==> src/rtl/cgh_pkg.sv <==
// Shared types, codes and cell-cost arithmetic for the cost grid block.
// No dependencies; imported by cgh_walk and cost_grid_hit_and_ray_clear.
`default_nettype none

package cgh_pkg;

    typedef logic [7:0] t_coord;
    typedef logic [7:0] t_cost;
    typedef logic [8:0] t_dim;
    typedef logic [1:0] t_req;
    typedef logic [1:0] t_cfg_idx;

    localparam t_cost UNKNOWN_COST   = 8'd255;
    localparam t_cost MAX_KNOWN_COST = 8'd254;

    localparam t_req REQ_HIT    = 2'd0;
    localparam t_req REQ_RAY    = 2'd1;
    localparam t_req REQ_READ   = 2'd2;
    localparam t_req REQ_UNUSED = 2'd3;

    localparam t_cfg_idx CFG_HIT_INC   = 2'd0;
    localparam t_cfg_idx CFG_CLEAR_DEC = 2'd1;
    localparam t_cfg_idx CFG_WIDTH     = 2'd2;
    localparam t_cfg_idx CFG_HEIGHT    = 2'd3;

    // hit: unknown becomes free, otherwise add and saturate below unknown
    function automatic t_cost f_hit_cost(input t_cost c, input t_cost inc);
        logic [8:0] sum;
        sum = {1'b0, c} + {1'b0, inc};
        if (c == UNKNOWN_COST) begin
            return 8'd0;
        end else if (sum < {1'b0, MAX_KNOWN_COST}) begin
            return sum[7:0];
        end else begin
            return MAX_KNOWN_COST;
        end
    endfunction

    // ray pass: unknown becomes free, otherwise subtract with floor at zero
    function automatic t_cost f_lower_cost(input t_cost c, input t_cost dec);
        if (c == UNKNOWN_COST || c < dec) begin
            return 8'd0;
        end else begin
            return c - dec;
        end
    endfunction

    // one step of one axis toward the target
    function automatic t_coord f_step(input t_coord a, input t_coord target);
        if (a > target) begin
            return a - 8'd1;
        end else if (a < target) begin
            return a + 8'd1;
        end else begin
            return a;
        end
    endfunction

endpackage

`default_nettype wire

==> src/rtl/cgh_walk.sv <==
// Ray walker: steps a cell position toward the robot cell, both axes at once.
// Depends on cgh_pkg (coordinate type, step function).
`default_nettype none

module cgh_walk
    import cgh_pkg::*;
(
    input  wire logic   i_clk,
    input  wire logic   i_load,
    input  wire logic   i_adv,
    input  wire t_coord i_start_x,
    input  wire t_coord i_start_y,
    input  wire t_coord i_robot_x,
    input  wire t_coord i_robot_y,
    output t_coord      o_x,
    output t_coord      o_y,
    output logic        o_last
);

    t_coord r_x, r_y, r_rx, r_ry;

    // the obstacle cell itself is not visited: load with the first step taken
    always_ff @(posedge i_clk) begin
        if (i_load) begin
            r_x  <= f_step(i_start_x, i_robot_x);
            r_y  <= f_step(i_start_y, i_robot_y);
            r_rx <= i_robot_x;
            r_ry <= i_robot_y;
        end else if (i_adv) begin
            r_x <= f_step(r_x, r_rx);
            r_y <= f_step(r_y, r_ry);
        end
    end

    assign o_x    = r_x;
    assign o_y    = r_y;
    assign o_last = (r_x == r_rx) && (r_y == r_ry);

endmodule

`default_nettype wire

==> config.mk <==
export PLATFORM = sky130hd
export DESIGN_NAME = cgh_walk
export DESIGN_NICKNAME = d
export VERILOG_FILES = /design/src/rtl/cgh_pkg.sv /design/src/rtl/cgh_walk.sv
export SDC_FILE = /design/constraint.sdc
export NUM_CORES = 1
export LEC_CHECK = 0
export BUFFER_PORTS_ARGS = -buffer_cell sky130_fd_sc_hd__clkbuf_2
export CAP_MARGIN = 20
export CORE_AREA = 5 5 81 83
export CTS_BUF_LIST = sky130_fd_sc_hd__clkbuf_2 sky130_fd_sc_hd__clkbuf_4 sky130_fd_sc_hd__clkbuf_8
export DETAILED_ROUTE_END_ITERATION = 10
export DIE_AREA = 0 0 86 88
export PLACE_DENSITY = 0.93
export SETUP_SLACK_MARGIN = 0.2
export SYNTH_ARGS = -nofsm -noshare
export SYNTH_HDL_FRONTEND = slang
export SYNTH_SLANG_ARGS = --single-unit
==> constraint.sdc <==
create_clock -name i_clk -period 9.2 [get_ports i_clk]
set_clock_uncertainty 0.1 [all_clocks]
set_input_delay 0.92 -clock i_clk [delete_from_list [all_inputs] [get_ports i_clk]]
set_output_delay 0.92 -clock i_clk [all_outputs]
set_load 0.02 [all_outputs]
==> metrics.md <==
| Metric | Value |
|---|---|
| Run status | `finished, final reports clean` |
| Cts repair resizes | `0` |
| Worst slack at placement | `5.43 ns` |
| Mean Syn Cell Area | `9.08 um2` |
| Reg2Reg Setup Slack | `5.40 ns` |
| Clk sink count | `32` |
| Number of global-route vias before repair | `just under 3000` |
| Post-route DRC | `0` |
| Die Wd | `~86 um` |
| Final ANT Viol Nets | `0` |
| Period utilization | `0.414` |
| Root Driver | `clkbuf_8` |
| Simple-gate area share of the yosys netlist | `0.201` |
| Max-Cap Viols | `0` |
| Final WL | `8.25 mm` |
| Initial antenna violation count | `0` |
| Actual slew at the worst max-slew pin | `between 1 and 1.5 ns` |
| CP Class | `flip-flop to flip-flop` |
| Pins over their slew limit | `0` |
| Total gr overflow | `0` |
| Xor/xnor cell area share of the yosys netlist | `0.0212` |
| Initial Util | `0.572` |
| Mapped cell area | `3300 um2` |
| Most frequent cells in the layout | `inv_1 (51), clkbuf_2 (51), ha_1 (48)` |
| Critical Path Start Type | `flip-flop` |
| Drt pass-1 iters | `5` |
| Worst skew pair latency | `0.29 ns` |
| Largest net degree at the start of global routing | `47` |
| PortBufs | `51` |
| Tot Pwr | `roughly 1.1 mW` |
| Num ports | `52` |
| Finish-stage setup viols | `0` |
| DR WL/cell | `16.8 um` |
| Core area | `slightly below 6000 um2` |
| Fin. Hold Viols | `0` |
| Synth Register Bits | `32` |
| Post-synthesis sequential area ratio | `0.291` |
| Synth Instances | `364` |
| WP data arrival | `3.73 ns` |
| Peak Freq | `approximately 0.26 GHz` |
| Final Worst Setup Slack | `5.40 ns` |
| Post-synth top flop | `edfxtp_1` |
| Layout cells sized above 1 | `0.199` |
| Routed vias/inst | `6.18` |
| Clock transition at path regs | `0.07 ns` |
| Setup bufs post-CTS | `0` |
| Die H | `88 um` |
| Global-route wire length before repair | `14.0 mm` |
| Largest family of logic cells by synthesized area | `compound AO/OA/AOI/OAI gates` |
| Number of placement rows | `28` |
| Longest Clk Path Bufs | `2` |
| Die ar. | `~7600 um2` |
| Layout Nets | `502` |
| Ys Warns | `0` |
| CTS Hold Bufs | `0` |
| Leak | `1.70 nW` |
| Power density cells | `287 nW/um2` |
| Drt initial violations | `310` |
| CTS tree | `done` |
| RSZ-0062 raised after global routing | `false` |
| Total track usage | `0.230` |
| Dpl hpwl | `6.60 mm` |
| CP required | `around 9.1 ns` |
| Tmin final | `approximately 3.8 ns` |
| Crit Path Max Fanout | `6` |
| Num CTS Buffers | `5` |
| Yosys cell types | `53` |
| Max transition margin | `0.328` |
| CTS H-tree lvls | `2` |
| CP Capture Type | `flip-flop` |
| Post-synthesis async set-or-reset flop share | `0` |
| Adder-Cell Fraction of Synth Area | `0.194` |
| Post-synthesis mux area share | `0.0151` |
| Synth Area in Compound Gates | `0.212` |
| Routed via count | `about 3000` |
| Setup TNS | `0 ns` |
| Ant diodes | `0` |
| Layout area overhead | `12.2%` |
| Peak VDD IR | `0.121 mV` |
| Placer Congestion | `0.893` |
| Tightest Hold Check Type | `flip-flop to flip-flop` |
| Syn_nets | `449` |
| Number of synthesized flops with an enable pin | `32` |
-- power by group --
part	internal, mW	total [mW]	switching, mW
Combinational	0.285	0.697	0.412
Clock	0.0543	0.108	0.0532
Sequential	0.220	0.258	0.0374
Total	0.560	1.06	0.502
-- logic make-up after synthesis --
| kind of cell | count (synthesis) |
|---|---|
| muxes | 5 |
| buffers and inverters | 56 |
| DFF | 32 |
| xor gates and xnor gates | 8 |
| adders and majority gates | 50 |
| AOI/OAI and AO/OA | 96 |
| and+or+nand+nor | 117 |
-- path summary, 6_finish.rpt --
| path | cells after the start | from | end |
|---|---|---|---|
| min reg2reg | 1 | o_y[0]$_DFFE_PP_ | o_y[0]$_DFFE_PP_ |
| max reg2reg | 13 | o_x[1]$_DFFE_PP_ | o_x[7]$_DFFE_PP_ |
| max | 13 | o_x[1]$_DFFE_PP_ | o_x[7]$_DFFE_PP_ |
| min | 1 | o_y[0]$_DFFE_PP_ | o_y[0]$_DFFE_PP_ |
-- cells in the mapped netlist, drive strengths merged, types with 2 or more instances --
library cell / instances / area, um2
or4: 5 / 45.0
or3b: 2 / 17.5
o221ai: 2 / 17.5
xor2: 4 / 35.0
nor2b: 6 / 45.0
o211a: 2 / 20.0
nand4: 9 / 62.6
a211oi: 3 / 22.5
nor2: 19 / 71.3
a21oi: 29 / 160
a21o: 4 / 31.3
ha: 48 / 601
mux2i: 5 / 50.1
and3: 6 / 37.5
and4: 2 / 17.5
or3: 5 / 31.3
fa: 2 / 40.0
xnor2: 4 / 35.0
o21a: 4 / 30.0
clkbuf: 3 / 11.3
and4b: 2 / 20.0
o211ai: 11 / 108
edfxtp: 32 / 961
a2111oi: 6 / 103
nand3: 12 / 60.1
or2: 2 / 12.5
inv: 51 / 191
nor3: 9 / 45.0
nand2: 26 / 97.6
nor4: 5 / 37.5
a211o: 3 / 26.3
o21ai: 28 / 148
nor4b: 4 / 41.3
-- worst max-delay path: stages (launching register included) --
cell and delay [ns]:
edfxtp_1 0.44, ha_1 0.34, nor2b_1 0.13, o211ai_1 0.19
a21oi_1 0.11, o21ai_0 0.28, inv_1 0.19, ha_1 0.32
a21oi_2 0.16, o211ai_2 0.11, a2111oi_2 0.29, nor3_1 0.13
and4_1 0.22, or4_1 0.52
-- flip-flops by register name, indices dropped and copies added (netlist names) --
| register | cells |
|---|---|
| o_x | 8 |
| o_y | 8 |
| r_rx | 8 |
| r_ry | 8 |
-- area by class of cell --
cell class,instances,area [um2]
Sequential cell,32,961
Clock inverter,1,5.00
Fill cell,460,2070
Inverter,51,191
Timing Repair Buffer,51,255
Clock buffer,6,76.3
Tap cell,75,93.8
Multi-Input combinational cell,276,2120
-- per-stage QoR --
stage / util / cell area (um2) / hold slack [ns] / cells
floorplan: - / 3300 / 0.658 / 364
global placement: 0.627 / 3630 / 0.564 / 485
detailed placement: 0.627 / 3630 / 0.564 / 485
CTS: 0.641 / 3710 / 0.574 / 492
global route: 0.641 / 3710 / 0.614 / 492
finish: 0.641 / 3710 / 0.574 / 492
-- per-layer routing --
layer | up-vias | global-route usage | part of all wire
met2 | 149 | 0.388 | 0.47
li1 | 1465 | - | -
met5 | - | 0 | 0
met1 | 1413 | 0.309 | 0.43
met3 | 14 | 0.0348 | 0.084
met4 | 0 | 0.0576 | 0.014
Power figures use the tool's default switching activity.
